`config.mk`:
```
export PLATFORM = sky130hd
export DESIGN_NAME = pvfu_cfg_regs
export DESIGN_NICKNAME = d
export VERILOG_FILES = /design/src/sv/pvfu_pkg.sv /design/src/sv/pvfu_cfg_regs.sv
export SDC_FILE = /design/constraint.sdc
export NUM_CORES = 1
export LEC_CHECK = 0
export ABC_AREA = 1
export CAP_MARGIN = 20
export CORE_AREA = 2 2 153 155
export CTS_CLUSTER_DIAMETER = 40
export CTS_CLUSTER_SIZE = 12
export DETAILED_ROUTE_END_ITERATION = 8
export DIE_AREA = 0 0 155 157
export DONT_BUFFER_PORTS = 1
export PLACE_DENSITY_LB_ADDON = 0.15
export SETUP_SLACK_MARGIN = 0.3
export SLEW_MARGIN = 30
export SYNTH_ARGS = -nofsm -noshare
export SYNTH_HDL_FRONTEND = slang
export SYNTH_SLANG_ARGS = --single-unit
```
`constraint.sdc`:
```
create_clock -name clk -period 3.6 [get_ports clk]
set_clock_uncertainty 0.15 [all_clocks]
set_input_delay 0.36 -clock clk [delete_from_list [all_inputs] [get_ports clk]]
set_output_delay 0.36 -clock clk [all_outputs]
set_load 0.05 [all_outputs]
```
`src/sv/pvfu_pkg.sv`:
```
// Package for the particle velocity force update block.
// Holds the configuration record, register indexes, pipeline stage numbers
// and the control record. No dependencies.
package pvfu_pkg;

  // register bank stage numbers, input side first
  localparam int S_IN       = 0;
  localparam int S_SCALE    = 1;
  localparam int S_SUM      = 2;
  localparam int S_DRAG     = 3;
  localparam int S_ROUND    = 4;
  localparam int S_OUT      = 5;
  localparam int NUM_STAGES = 6;

  localparam int CFG_IDX_W  = 4;
  localparam int CFG_DATA_W = 48;

  typedef enum logic [CFG_IDX_W-1:0] {
    CFG_MODULE_ENABLE = 4'd0,
    CFG_GRAVITY       = 4'd1,
    CFG_WIND          = 4'd2,
    CFG_DRAG_RATE     = 4'd3,
    CFG_FIELD_ENABLE  = 4'd4,
    CFG_FIELD_ACCEL   = 4'd5,
    CFG_BOX_MIN       = 4'd6,
    CFG_BOX_MAX       = 4'd7
  } cfg_idx_t;

  // gravity reset: y = -9.8 in Q8.8, x = z = 0
  localparam logic [47:0] GRAVITY_RESET = 48'h0000_F633_0000;

  // 1.0 in Q1.24
  localparam logic [24:0] FACTOR_ONE = 25'h100_0000;

  typedef struct packed {
    logic        module_enable;
    logic [47:0] gravity;
    logic [47:0] wind;
    logic [15:0] drag_rate;
    logic        field_enable;
    logic [47:0] field_accel;
    logic [47:0] box_min;
    logic [47:0] box_max;
  } cfg_t;

  typedef struct packed {
    logic [NUM_STAGES-1:0] load;
  } pipe_ctrl_t;

endpackage

```
`src/sv/pvfu_cfg_regs.sv`:
```
// Configuration register file for the particle velocity force update.
// Depends on pvfu_pkg for the register indexes and the cfg_t record.
module pvfu_cfg_regs (
  input  logic                             clk,
  input  logic                             rst_n,
  input  logic                             cfg_wr_en,
  input  logic [pvfu_pkg::CFG_IDX_W-1:0]   cfg_index,
  input  logic [pvfu_pkg::CFG_DATA_W-1:0]  cfg_wdata,
  output pvfu_pkg::cfg_t                   cfg_o
);

  pvfu_pkg::cfg_t cfg_r;

  always_ff @(posedge clk) begin
    if (!rst_n) begin
      cfg_r.module_enable <= 1'b1;
      cfg_r.gravity       <= pvfu_pkg::GRAVITY_RESET;
      cfg_r.wind          <= '0;
      cfg_r.drag_rate     <= '0;
      cfg_r.field_enable  <= 1'b0;
      cfg_r.field_accel   <= '0;
      cfg_r.box_min       <= '0;
      cfg_r.box_max       <= '0;
    end else if (cfg_wr_en) begin
      case (cfg_index)
        pvfu_pkg::CFG_MODULE_ENABLE: cfg_r.module_enable <= cfg_wdata[0];
        pvfu_pkg::CFG_GRAVITY:       cfg_r.gravity       <= cfg_wdata;
        pvfu_pkg::CFG_WIND:          cfg_r.wind          <= cfg_wdata;
        pvfu_pkg::CFG_DRAG_RATE:     cfg_r.drag_rate     <= cfg_wdata[15:0];
        pvfu_pkg::CFG_FIELD_ENABLE:  cfg_r.field_enable  <= cfg_wdata[0];
        pvfu_pkg::CFG_FIELD_ACCEL:   cfg_r.field_accel   <= cfg_wdata;
        pvfu_pkg::CFG_BOX_MIN:       cfg_r.box_min       <= cfg_wdata;
        pvfu_pkg::CFG_BOX_MAX:       cfg_r.box_max       <= cfg_wdata;
        default: ;
      endcase
    end
  end

  assign cfg_o = cfg_r;

endmodule

```
==> results list <==
- Fraction of layout instances using a drive strength above 1: under 10%
* Path type of the worst min-delay path: input port to flip-flop
- Cell accounting for the most synthesized area: sky130_fd_sc_hd__dfxtp_1
- Die width: 155 um
- Clock Tree Buf Depth: 3
- The synthesized netlist devotes 0% of its cell area to adder and majority cells.
- Run status: finished clean
* Initial Util: 44.50%
* Dominant combinational cell family by area after synthesis: simple AND/OR/NAND/NOR gates
* Synth area leaders: sky130_fd_sc_hd__dfxtp_1 (52%), sky130_fd_sc_hd__nor2_1 (19%), sky130_fd_sc_hd__nand2_1 (13%)
- 0 antenna diodes ended up in the layout.
* Number of setup violations in the final report: 0
- Met1 capacity usage during global routing: a little under a third
- Net switching fraction of the power: 24.72%
* Net switching power figure: ~1900 uW
- Traced cell by cell, the critical path runs through dlygate4sd3_1, nor2_4, buf_4, nand3_1, nand2_1, dlygate4sd3_1, nor2_1.
- Setup repair after global routing left no endpoint under its margin.
- Slew at the pin closest to its max-slew limit: 985.4 ps
* DIE AREA: 24340 sq um
- WS Path Type: input port to flip-flop
- The routed layout has roughly 9400 vias.
- IO Pins: 313
- In this run the critical register-to-register path is launched from cfg_o[257].
- Power spread over the standard cell area amounts to 604.8 nW/um^2.
- Number of warnings reported in the yosys synthesis log: 0
- Worst reg2reg path endpoint: cfg_o[257]
* Initial antenna violation count: 0
- The final layout contains routed wiring with a total length of 31.97 mm.
- The layer flagged by global routing as most heavily used is met2.
* Worst slew margin: between 30% and 40%
- Placed Instances: 1653
- The core region is 22500 sq um.
- Share of synthesized cell area in and, or, nand and nor gates: 41.60%
- Layout Area Growth over Synthesis: 26.78%
* Met2 global-route usage: 42.24%
- Critical path destination: cfg_o[208]
- Minimum clock period after layout: roughly 2500 ps
* Hold Fails Final Rpt: 0
- Critical path required time: around 3900 ps
* Drc violations: 0
* Total Nets Final: 1580
- Critical Path Stages: 7
- Post-CTS Resized: 0
- Xor and xnor area share after synthesis: 0%
- Number of nets in the synthesized netlist: 1508
- Worst-path clk slew: about 60 ps
- H-Tree Level Count: 2
* Leakage: 0.005341 uW
- Reported max-cap violation count: 0
- In this run the worst path has a maximum fanout of 52.
- The most critical setup path has its startpoint at cfg_index[2].
* Post-Syn Area: 10010 sq um
- The first TritonRoute pass finished after 5 iterations.
- For this run the aggregate overflow at the end of global routing stands at 0.
* Flip-flop count of the largest register after layout: 258
- Utilization after layout: 56.41%
* Overall Global Routing Usage: about a quarter
* Share of total power in combinational logic: 6.0%
* TritonCTS clock tree: done
- DRC marker count from the first detailed-route iteration: 642
* Proportion of power drawn by the clock network: a little over half
- The most numerous cell type found on the critical path is sky130_fd_sc_hd__dlygate4sd3_1.
* Cell at the root of the clock tree: sky130_fd_sc_hd__clkbuf_16
- In this run the remaining antenna-violating nets after routing total 0.
- Number of unique standard cell types used by synthesis: 12
* Worst path bufs/invs: 3
- Total internal power: 5779 uW
* Sequential cell area fraction in the yosys report: 51.58%
* Worst setup SP type: input port
- Data arrives at the worst endpoint at 2790 ps.
- Input and output buffers added on the ports amount to 0.
* Post-synthesis instance total: 1453
- Flops & latches, synth: 258
- Among cell families on the critical path, the largest total delay comes from buffers and inverters.
- Depth of the worst register-to-register path: 3
- Setup total negative slack on the finished layout was measured at 0 ps.
- Measured along the y axis, the die boundary spans between 150 and 200 um.
* Final non-filler cell total: 1839
- Portion of the clock cycle consumed by the worst path in the final layout: 70.52%
* Crit-path max cell delay: 590 ps
- The final-report max-slew violation count came to 0.
- Number of rows created at floorplan: 55
- Number of global-route vias before repair: 8789
- For the worst-skew pair, the clock arrives at the later sink with an insertion delay of 500 ps.
- Of the post-synthesis cell area, the dominant cell type holds 51.58%.
- Dividing the detail-routed via count by the number of cells gives ~5.1.
- Maximum number of pins on one net before global-route repair: 160
* Maximum operating frequency: 393.9 MHz
- Critical-path cell with the highest stage delay: sky130_fd_sc_hd__dlygate4sd3_1
* Wire length of the first global-routing pass: 49.80 mm
- Type of element capturing the critical path: flip-flop
- Multiplexer share of the synthesized area: 0%
* Register-to-register setup slack: about 1900 ps
- Clock buffer count from CTS: 37
- Sequential power share: 41.6%
- Once detailed placement completed, the half-perimeter wirelength came to 19.05 mm.
- Dividing the synthesized area by the synthesized cell count gives ~6.9 sq um.
- Maximum VDD drop: 0.3483 mV
* Complex-gate fraction of the synthesized area: 0.04998%
- Routability Congestion: 0.8163
- After detailed routing, the average wire length per cell comes to 17.39 um.
- Global routing consumed, on the met3 layer, 9.857% of the routing resources.
* Clock sink count: 258
[cell families (layout without fill, tap and decap cells)]
kind of cell           Yosys count  in the layout
AND/OR/NAND/NOR               1041           1041
flip-flops                     258            258
buffers and inverters          153            254
AO/OA/AOI/OAI                    1              1
[synthesized netlist by cell type]
cell type,instances
sky130_fd_sc_hd__nor2_1,503
sky130_fd_sc_hd__nand2_1,337
sky130_fd_sc_hd__dfxtp_1,258
sky130_fd_sc_hd__nand3_1,196
sky130_fd_sc_hd__inv_1,52
sky130_fd_sc_hd__clkbuf_1,44
sky130_fd_sc_hd__buf_2,32
sky130_fd_sc_hd__buf_4,17
sky130_fd_sc_hd__buf_1,8
sky130_fd_sc_hd__nor2_2,3
sky130_fd_sc_hd__nand4_1,2
sky130_fd_sc_hd__o21ai_0,1
[worst min path at each step]
stage | from | endpoint | slack [ps] | cells past startpoint
6_report | cfg_wdata[32] | cfg_o[32] | 9 | 4
5_1_grt | cfg_index[3] | cfg_o[191] | 30 | 4
4_1_cts | cfg_index[3] | cfg_o[193] | 5 | 4
3_5_place_dp | cfg_wdata[28] | cfg_o[237] | 330 | 2
3_3_place_gp | cfg_wdata[21] | cfg_o[230] | 330 | 2
2_1_floorplan | cfg_wdata[16] | cfg_o[225] | 320 | 2
[routing by layer]
metal	wire length, um	share of wire [%]
met5	0	0
met4	958	3.0
met3	3453	11
met2	14900	47
met1	12670	40
[metrics by stage]
stage	setup slack (ps)	instance area (sq um)	power (uW)	hold slack, ps
3_5_place_dp	1465	10110	3580	329.4
3_3_place_gp	1501	10110	3575	326.5
6_report	1061	12690	7677	9.336
4_1_cts	1089	12690	7734	4.771
5_1_grt	959.6	12690	7923	25.78
2_1_floorplan	2102	10010	3514	323.2
[layout by cell type, fill, tap and decap left out, drive strengths merged]
master	netlist	layout
nor2	506	506
o21ai	1	1
dfxtp	258	258
bufinv	0	9
nand2	337	337
nand4	2	2
clkinvlp	0	4
clkinv	0	9
clkbuf	44	43
buf	57	17
nand3	196	196
inv	52	55
dlygate4sd3	0	117
[power by group through the flow]
stage	combinational, uW	clock (uW)	sequential [uW]
2_1_floorplan	286	0	3230
3_3_place_gp	323	0	3250
3_5_place_dp	328	0	3250
4_1_cts	458	4090	3190
5_1_grt	517	4210	3200
6_report	462	4020	3190
[worst min-delay path, delay by kind of cell]
kind,cells,cell delay (ps)
and+or+nand+nor,3,190
buffers and inverters,1,70
[layout make-up]
type                            instances  area, sq um
Timing Repair Buffer                  134         1356
Clock inverter                         25        377.9
Tap cell                              285        356.6
Clock buffer                           43         1011
Inverter                               52        195.2
Sequential cell                       258         5165
Multi-Input combinational cell       1042         4233
Fill cell                            2148         9808
[what timing repair did]
item                                   CTS  global route
endpoints found under the hold margin  258             0
hold buffers                           118             0
setup buffers                            0             0
No activity file was read; power rests on OpenSTA's default activity.
