### config.mk
export PLATFORM = sky130hd
export DESIGN_NAME = pvfu_pipe_ctrl
export DESIGN_NICKNAME = d
export VERILOG_FILES = /design/src/sv/pvfu_pkg.sv /design/src/sv/pvfu_pipe_ctrl.sv
export SDC_FILE = /design/constraint.sdc
export NUM_CORES = 1
export LEC_CHECK = 0
export ABC_AREA = 1
export BUFFER_PORTS_ARGS = -buffer_cell sky130_fd_sc_hd__clkbuf_2
export CAP_MARGIN = 20
export CORE_AREA = 2 2 39 41
export DETAILED_ROUTE_END_ITERATION = 8
export DIE_AREA = 0 0 41 43
export PLACE_DENSITY_LB_ADDON = 0.08
export RECOVER_POWER = 25
export SLEW_MARGIN = 25
export SYNTH_ARGS = -nofsm -noshare
export SYNTH_HDL_FRONTEND = slang
export SYNTH_SLANG_ARGS = --single-unit
### constraint.sdc
create_clock -name clk -period 1.1 [get_ports clk]
set_clock_uncertainty 0.15 [all_clocks]
set_input_delay 0.22 -clock clk [delete_from_list [all_inputs] [get_ports clk]]
set_output_delay 0.22 -clock clk [all_outputs]
set_load 0.005 [all_outputs]
### src/sv/pvfu_pkg.sv
// Package for the particle velocity force update block.
// Holds the configuration record, register indexes, pipeline stage numbers
// and the control record. No dependencies.
package pvfu_pkg;

  // register bank stage numbers, input side first
  localparam int S_IN       = 0;
  localparam int S_SCALE    = 1;
  localparam int S_SUM      = 2;
  localparam int S_DRAG     = 3;
  localparam int S_ROUND    = 4;
  localparam int S_OUT      = 5;
  localparam int NUM_STAGES = 6;

  localparam int CFG_IDX_W  = 4;
  localparam int CFG_DATA_W = 48;

  typedef enum logic [CFG_IDX_W-1:0] {
    CFG_MODULE_ENABLE = 4'd0,
    CFG_GRAVITY       = 4'd1,
    CFG_WIND          = 4'd2,
    CFG_DRAG_RATE     = 4'd3,
    CFG_FIELD_ENABLE  = 4'd4,
    CFG_FIELD_ACCEL   = 4'd5,
    CFG_BOX_MIN       = 4'd6,
    CFG_BOX_MAX       = 4'd7
  } cfg_idx_t;

  // gravity reset: y = -9.8 in Q8.8, x = z = 0
  localparam logic [47:0] GRAVITY_RESET = 48'h0000_F633_0000;

  // 1.0 in Q1.24
  localparam logic [24:0] FACTOR_ONE = 25'h100_0000;

  typedef struct packed {
    logic        module_enable;
    logic [47:0] gravity;
    logic [47:0] wind;
    logic [15:0] drag_rate;
    logic        field_enable;
    logic [47:0] field_accel;
    logic [47:0] box_min;
    logic [47:0] box_max;
  } cfg_t;

  typedef struct packed {
    logic [NUM_STAGES-1:0] load;
  } pipe_ctrl_t;

endpackage

### src/sv/pvfu_pipe_ctrl.sv
// Pipeline valid bits and stall chain for the force update datapath.
// Depends on pvfu_pkg for the stage count and the pipe_ctrl_t record.
module pvfu_pipe_ctrl (
  input  logic                 clk,
  input  logic                 rst_n,
  input  logic                 in_valid,
  output logic                 in_stall,
  output logic                 out_valid,
  input  logic                 out_stall,
  output pvfu_pkg::pipe_ctrl_t ctrl_o
);

  localparam int N = pvfu_pkg::NUM_STAGES;

  logic [N-1:0] valid_r;
  logic [N-1:0] valid_nxt;
  logic [N:0]   rdy;
  logic [N-1:0] feed;

  // a bank takes a new beat when empty or when its own beat moves on
  always_comb begin
    rdy[N] = !out_stall;
    for (int k = N - 1; k >= 0; k--) begin
      rdy[k] = !valid_r[k] || rdy[k+1];
    end
  end

  assign feed = {valid_r[N-2:0], in_valid};

  always_comb begin
    for (int k = 0; k < N; k++) begin
      valid_nxt[k] = rdy[k] ? feed[k] : valid_r[k];
    end
  end

  always_ff @(posedge clk) begin
    if (!rst_n) begin
      valid_r <= '0;
    end else begin
      valid_r <= valid_nxt;
    end
  end

  assign ctrl_o.load = rdy[N-1:0];
  assign in_stall    = !rdy[0];
  assign out_valid   = valid_r[N-1];

  a_head_holds: assert property (@(posedge clk) disable iff (!rst_n)
    valid_r[0] && !rdy[1] |=> valid_r[0])
    else $error("stalled beat dropped from first bank");

  a_stall_full: assert property (@(posedge clk) disable iff (!rst_n)
    in_stall |-> (&valid_r) && out_stall)
    else $error("input stalled with a bubble in the pipe");

  a_accept_enters: assert property (@(posedge clk) disable iff (!rst_n)
    in_valid && !in_stall |=> valid_r[0])
    else $error("accepted beat did not enter first bank");

  a_drain: assert property (@(posedge clk) disable iff (!rst_n)
    out_valid && !out_stall && !valid_r[N-2] |=> !out_valid)
    else $error("output beat repeated");

endmodule

==> results of run 1 <==
tightest hold or removal path, cell delays in order:
cell      delay, ns
clkbuf_2       0.08
inv_1          0.05
a21oi_2        0.04
where the power goes:
part / internal (W) / total [W] / switching, W
clock: 0.000123 / 0.000204 / 0.0000801
combinational: 0.0000125 / 0.0000259 / 0.0000134
sequential: 0.000222 / 0.000229 / 0.00000696
total: 0.000358 / 0.000458 / 0.000100
timing repair:
item                                    in CTS  in global routing
gates resized for setup                      6                 10
setup buffers                                3                  5
pin swaps                                    2                  2
endpoints found under the setup margin      11                 11
metal layers:
layer,vias to the layer above,GRT usage
met5,-,0
met4,0,0.100
met3,2,0.0471
met2,9,0.134
met1,117,0.0906
li1,138,-
kinds of logic (layout without fill, tap and decap cells):
group | after synthesis | count (layout)
flops | 6 | 6
compound gates | 5 | 5
simple gates | 8 | 8
buf+inv | 8 | 34
path summary, 6_finish.rpt:
path / from / endpoint / slack (ns) / cells after the start
worst max-delay path: valid_r[5] / ctrl_o[2] / -0.39 / 5
worst min-delay path: in_valid / valid_r[0] / 0.05 / 3
worst max register to register: valid_r[5] / valid_r[2] / -0.12 / 6
worst min register to register: valid_r[4] / valid_r[5] / 0.33 / 2
layout by cell type, fill, tap and decap left out:
cell type / netlist / final
nand3_2: 2 / 1
clkbuf_4: 0 / 3
buf_6: 0 / 9
a21oi_1: 4 / 3
nor2_1: 2 / 2
inv_1: 8 / 7
nand4_4: 1 / 1
clkbuf_2: 0 / 8
dfxtp_4: 0 / 1
nand2_4: 0 / 1
nand2_2: 0 / 1
dfxtp_2: 0 / 1
dfxtp_1: 6 / 4
nand3_4: 0 / 1
inv_2: 0 / 1
a21oi_2: 1 / 2
nor2_4: 1 / 1
buf_4: 0 / 6
final cells by class:
| class | count | area (µm²) |
|---|---|---|
| flip-flops and latches | 6 | 125 |
| clock buffers | 3 | 22.5 |
| repair buffers | 23 | 186 |
| inverters | 8 | 30.0 |
| well taps | 16 | 20.0 |
| fillers | 155 | 882 |
| multi-input cells | 13 | 118 |
cell usage after synthesis (all sizes together):
library cell,number,area share
nand3,2,0.081
nor2,3,0.076
inv,8,0.12
nand2,2,0.030
nand4,1,0.086
a21oi,5,0.12
dfxtp,6,0.49
per-stage QoR:
step	setup TNS, ns	instance area, µm²
after floorplan	-0.0706	256
final	-2.74	502
after CTS	-2.81	449
after global placement	-0.685	384
after detailed placement	-0.877	384
after global routing	-3.68	502
==> run summary, run 1 <==
Final Hold Vio Count: 0
Initial DRT Pass Iterations: 2
Maximum Capacitance Violations: 0
drt drc: 0
CP top delay family: flip-flops
largest family of logic cells by synthesized area: simple AND/OR/NAND/NOR gates
total CTS buffers: 3
kind of critical path: reg -> out
CORE AREA: 0.00138 mm²
Inst Count DP: 61
Post-DRT Antenna Nets: 0
DRT iter0 DRCs: 5
Reg clk slew, reported paths: 0.04 ns
routed length per instance: 9.12 µm
RSZ-0062 raised after global routing: true
Pins Over Slew Limit: 0
Core Rows: 14
CP Capture Type: output port
worst-skew pair later-pin latency: 0.24 ns
max reg flops: 6
Worst path max stage delay: 0.36 ns
failing checks: setup timing
Critical Path Start Type: flip-flop
Reg with most FFs: valid_r
wire length on met1: 229 µm
Power Total: 0.000458 W
vias per inst: 3.86
Final WS setup: -0.389 ns
slowest CP cell: dfxtp_4
PD cells: 913 mW/mm²
crit path buf inv count: 2
post-synthesis sequential area ratio: 0.487
Achievable Freq: 672 MHz
diodes inserted: 0
relative slew slack: 0.848
layout overhead on the synthesized area: 104%
Root Driver: clkbuf_4
Initial Util: 0.178
CTS sink cnt: 6
status: finished with violations
Overflow after GRT: 0
xor-xnor portion of the synthesized cell area: 0
Netlist cell types: 9
hold buffer count at cts: 0
largest vdd supply drop: 0.426 mV
leak pwr: 0.238 nW
drt total wl: 629 µm
Ports: 12
share of layout cells above drive strength 1: 0.698
largest net degree at the start of global routing: 7
fin crit share: 1.35
crit-path cells: nand3_4 -> nor2_4 -> buf_4 -> nand2_2 -> clkbuf_2
Max clock buf depth: 2
vias in the first global route: 241
post-place setup slack: -0.166 ns
H-tree Lvls: 1
Syn Std Cell Area: 246 µm²
Post-Synth Simple-Gate Area: 0.274
Final setup viols: 11
worst-margin pin slew: 0.228 ns
CTS tree: done
Nets: 59
Die Ht: 43 µm
Synth Register Bits: 6
Chip Width: 41 µm
multiplexer area fraction after synthesis: 0
Largest regs: valid_r x6
Die Area: 0.00176 mm²
compound-gate portion of the synthesized area: 0.117
WP data required: 0.73 ns
Hold WS: 0.0457 ns
Min-Delay Path Class: in -> reg
All-Layer GR Usage: 0.0956
Cells after Synth: 27
first-pass GRT wire length: 1010 µm
Synthesized Nets: 31
vias post-DR: 266
Final Non-Filler Cells: 69
utilization after layout: 0.363
highest metal used: met4
met2 WL: 346 µm
mean post-synth cell area: 9.13 µm²
routability cong.: 0.652
CP max FO: 4
crit path DAT: 1.12 ns
DP HPWL: 446 µm
Synth Area in Adders: 0
Final min period: 1.49 ns
initial antenna violation count: 0
Yosys warning count: 0
IO Port Bufs: 11
met3 WL: 43 µm
No activity file was read; power rests on OpenSTA's default activity.
==> inputs of run 2 (changes only) <==
- CELL_PAD_IN_SITES_DETAIL_PLACEMENT: unset -> 0
- CELL_PAD_IN_SITES_GLOBAL_PLACEMENT: unset -> 1
==> run summary, run 2 (synthesis gave the netlist of run 1 again) <==
status: finished with violations
failing checks: setup timing
drt total wl: 589 µm
CTS tree: done
largest net degree at the start of global routing: 7
Ports: 12
Initial Util: 0.178
Reg2Reg Capture Point: valid_r[0]
Nets: 60
routability cong.: 0.704
Final Hold Vio Count: 0
Overflow after GRT: 0
Largest regs: valid_r x6
RSZ-0062 raised after global routing: true
Hold Path Origin: in_valid
total CTS buffers: 3
Die Ht: 43 µm
Root Driver: clkbuf_4
worst reg2reg startpoint: valid_r[4]
Final Instance Area: 469 µm²
worst hold stages: 3
CP Capture Type: output port
Chip Width: 41 µm
routed length per instance: 8.41 µm
vias in the first global route: 216
most frequent cells in the layout: clkbuf_2 (11), buf_4 (10), inv_1 (6), dfxtp_1 (4)
Max clock buf depth: 2
Worst path max stage delay: 0.34 ns
H-tree Lvls: 1
Die Area: 0.00176 mm²
Power Total: 0.000456 W
largest vdd supply drop: 0.330 mV
Final WS setup: -0.373 ns
Achievable Freq: 679 MHz
first-pass GRT wire length: 883 µm
drt drc: 0
PD cells: 971 mW/mm²
share of layout cells above drive strength 1: 0.704
Initial DRT Pass Iterations: 3
All-Layer GR Usage: 0.0824
layout overhead on the synthesized area: 90.4%
DP Area: 369 µm²
Final setup viols: 12
WP data required: 0.73 ns
max reg flops: 6
Reg with most FFs: valid_r
fin crit share: 1.34
CP max FO: 5
FILL cells: 158
leak pwr: 0.220 nW
hold buffer count at cts: 0
Critical Path Start Type: flip-flop
Reg clk slew, reported paths: 0.04 ns
Min-Delay Path Class: in -> reg
flop2flop setup slack: -0.18 ns
IO Port Bufs: 11
slowest CP cell: dfxtp_2
relative slew slack: 0.856
CTS sink cnt: 6
Maximum Capacitance Violations: 0
Post-DRT Antenna Nets: 0
leading cell type in the layout, fill and taps excluded: clkbuf_2
vias post-DR: 267
diodes inserted: 0
kind of critical path: reg -> out
worst-skew pair later-pin latency: 0.24 ns
worst-margin pin slew: 0.216 ns
crit-path cells: nand3_4 -> nor2_4 -> nand4_4 -> inv_2 -> clkbuf_2
Final min period: 1.47 ns
DRT iter0 DRCs: 2
CORE AREA: 0.00138 mm²
Pins Over Slew Limit: 0
initial antenna violation count: 0
Reg2Reg Depth: 6
DP HPWL: 443 µm
hold endpoint: valid_r[0]
vias per inst: 3.81
Core Rows: 14
crit path DAT: 1.10 ns
## run 2: power by group
group	switching (W)	internal (W)	total, W
Clock	0.0000805	0.000123	0.000204
Combinational	0.0000117	0.00000974	0.0000214
Sequential	0.00000633	0.000224	0.000230
Total	0.0000985	0.000357	0.000456
## run 2: worst max-delay path by stage
| stage | to | cells after the start | slack, ns | startpoint |
|---|---|---|---|---|
| after global placement | in_stall | 5 | -0.15 | valid_r[5] |
| after CTS | in_stall | 5 | -0.40 | valid_r[4] |
| after detailed placement | in_stall | 5 | -0.18 | valid_r[5] |
| after floorplan | in_stall | 4 | -0.07 | valid_r[5] |
| after global routing | in_stall | 5 | -0.45 | valid_r[4] |
| final | in_stall | 5 | -0.37 | valid_r[4] |
## run 2: cell type report
cell class / instances / area (µm²) / area share
clock buffers: 3 / 22.5 / 0.0480
flip-flops and latches: 6 / 123 / 0.261
well taps: 16 / 20.0 / 0.0427
inverters: 8 / 30.0 / 0.0640
repair buffers: 24 / 164 / 0.349
multi-input cells: 13 / 110 / 0.235
## run 2: stage by stage
step | utilization | std cells | hold WS, ns | TNS (ns) | worst slack, ns
after floorplan | - | 27 | 0.214 | -0.0706 | -0.0706
after global placement | 0.267 | 59 | 0.304 | -0.686 | -0.149
after detailed placement | 0.267 | 59 | 0.305 | -0.909 | -0.179
after CTS | 0.317 | 67 | 0.0404 | -2.52 | -0.399
after global routing | 0.339 | 70 | 0.0549 | -3.34 | -0.447
final | 0.339 | 70 | 0.0521 | -2.62 | -0.373
## run 2: critical path, delay by kind of cell, from the launching register on
kind          cells  cell delay, ns
buf+inv           2            0.16
flops             1            0.34
simple gates      3            0.36
## run 2: repair_timing
action,4_1_cts,5_1_grt
pin swaps,2,0
setup buffers,6,3
resized for setup,3,3
setup endpoints to repair,11,12
## run 2: metal layers
metal	track usage	part of all wire	up-vias
met1	0.0968	0.42	120
met3	0.0314	0.068	0
met5	0	0	-
li1	-	-	138
met4	0.100	0	0
met2	0.0969	0.51	9
==> inputs of run 3 (changes only) <==
- PLACE_DENSITY_LB_ADDON: 0.08 -> 0.1
- REMOVE_ABC_BUFFERS: unset -> 1
- SLEW_MARGIN: 25 -> unset
==> run summary, run 3 (synthesis gave the netlist of run 1 again) <==
drt total wl: 555 µm
Achievable Freq: 682 MHz
CP max FO: 5
CTS sink cnt: 6
Reg with most FFs: valid_r
first-pass GRT wire length: 897 µm
H-tree Lvls: 1
WP data required: 0.73 ns
CTS tree: done
worst-margin pin slew: 0.208 ns
hold buffer count at cts: 0
Largest regs: valid_r x6
Ports: 12
layout overhead on the synthesized area: 83.8%
IO Port Bufs: 11
Reg clk slew, reported paths: 0.04 ns
Final Hold Vio Count: 0
vias in the first global route: 224
Setup TNS Final: -2.64 ns
Chip Width: 41 µm
relative slew slack: 0.861
share of layout cells above drive strength 1: 0.640
PD cells: 992 mW/mm²
Initial Util: 0.178
leading cell type in the layout, fill and taps excluded: clkbuf_2
Maximum Capacitance Violations: 0
Final setup viols: 10
DRT iter0 DRCs: 0
fin crit share: 1.33
Nets: 56
Worst path max stage delay: 0.34 ns
diodes inserted: 0
crit path DAT: 1.10 ns
Max clock buf depth: 2
RSZ-0062 raised after global routing: true
Initial DRT Pass Iterations: 1
Inst Count DP: 56
Post-DRT Antenna Nets: 0
routed length per instance: 8.41 µm
most frequent cells in the layout: clkbuf_2 (10), inv_1 (7), buf_6 (5), buf_4 (5)
leak pwr: 0.217 nW
Overflow after GRT: 0
Die Area: 0.00176 mm²
max reg flops: 6
largest vdd supply drop: 0.341 mV
Critical Path Start Type: flip-flop
Final WS setup: -0.366 ns
vias post-DR: 252
Final Non-Filler Cells: 66
worst-skew pair later-pin latency: 0.24 ns
Min-Delay Path Class: in -> reg
crit-path cells: nand3_4 -> nor2_4 -> nand4_4 -> inv_2 -> clkbuf_2
Die Ht: 43 µm
Core Rows: 14
initial antenna violation count: 0
slowest CP cell: dfxtp_2
status: finished with violations
kind of critical path: reg -> out
Pins Over Slew Limit: 0
CORE AREA: 0.00138 mm²
Final min period: 1.47 ns
All-Layer GR Usage: 0.0834
failing checks: setup timing
Root Driver: clkbuf_4
DP HPWL: 407 µm
routability cong.: 0.684
total CTS buffers: 3
largest net degree at the start of global routing: 7
vias per inst: 3.82
CP Capture Type: output port
drt drc: 0
## run 3: metrics by stage
stage | util | worst slack (ns) | cell area, µm² | power, W | hold slack [ns]
2_1_floorplan | - | -0.0945 | 246 | 0.000243 | 0.214
3_3_place_gp | 0.243 | -0.168 | 337 | 0.000252 | 0.304
3_5_place_dp | 0.243 | -0.188 | 337 | 0.000252 | 0.305
4_1_cts | 0.288 | -0.434 | 398 | 0.000466 | 0.0430
5_1_grt | 0.327 | -0.454 | 453 | 0.000489 | 0.0517
6_report | 0.327 | -0.366 | 453 | 0.000449 | 0.0534
## run 3: worst max-delay path, delay by kind of cell, from the launching register on
kind,cells,cell delay [ns]
AND/OR/NAND/NOR,3,0.35
flip-flops,1,0.34
buffers and inverters,2,0.16
## run 3: routing by layer
layer	GRT usage	up-vias	share of wire
li1	-	131	-
met1	0.0935	111	0.40
met2	0.103	10	0.50
met3	0.0471	0	0.095
met4	0.0800	0	0
met5	0	-	0
## run 3: worst paths after layout
path | from | endpoint | slack (ns) | cells after the start
min reg2reg | valid_r[0] | valid_r[1] | 0.33 | 2
max reg2reg | valid_r[4] | valid_r[0] | -0.06 | 5
min | in_valid | valid_r[0] | 0.05 | 3
max | valid_r[4] | in_stall | -0.37 | 5
## run 3: what timing repair did
| action | CTS | global route |
|---|---|---|
| resized for setup | 6 | 7 |
| pin swaps | 2 | 2 |
| setup endpoints to repair | 9 | 11 |
| buffers inserted | 3 | 5 |
## run 3: where the power goes
part | internal (W) | leakage, nW | switching, W
Combinational | 0.0000102 | 0.153 | 0.0000120
Clock | 0.000123 | 0.0138 | 0.0000757
Sequential | 0.000222 | 0.0502 | 0.00000624
## run 3: cell type report
| type | count | area, µm² |
|---|---|---|
| Timing Repair Buffer | 20 | 144 |
| Multi-Input combinational cell | 13 | 111 |
| Sequential cell | 6 | 125 |
| Clock buffer | 3 | 22.5 |
| Fill cell | 150 | 931 |
| Tap cell | 16 | 20.0 |
| Inverter | 8 | 30.0 |
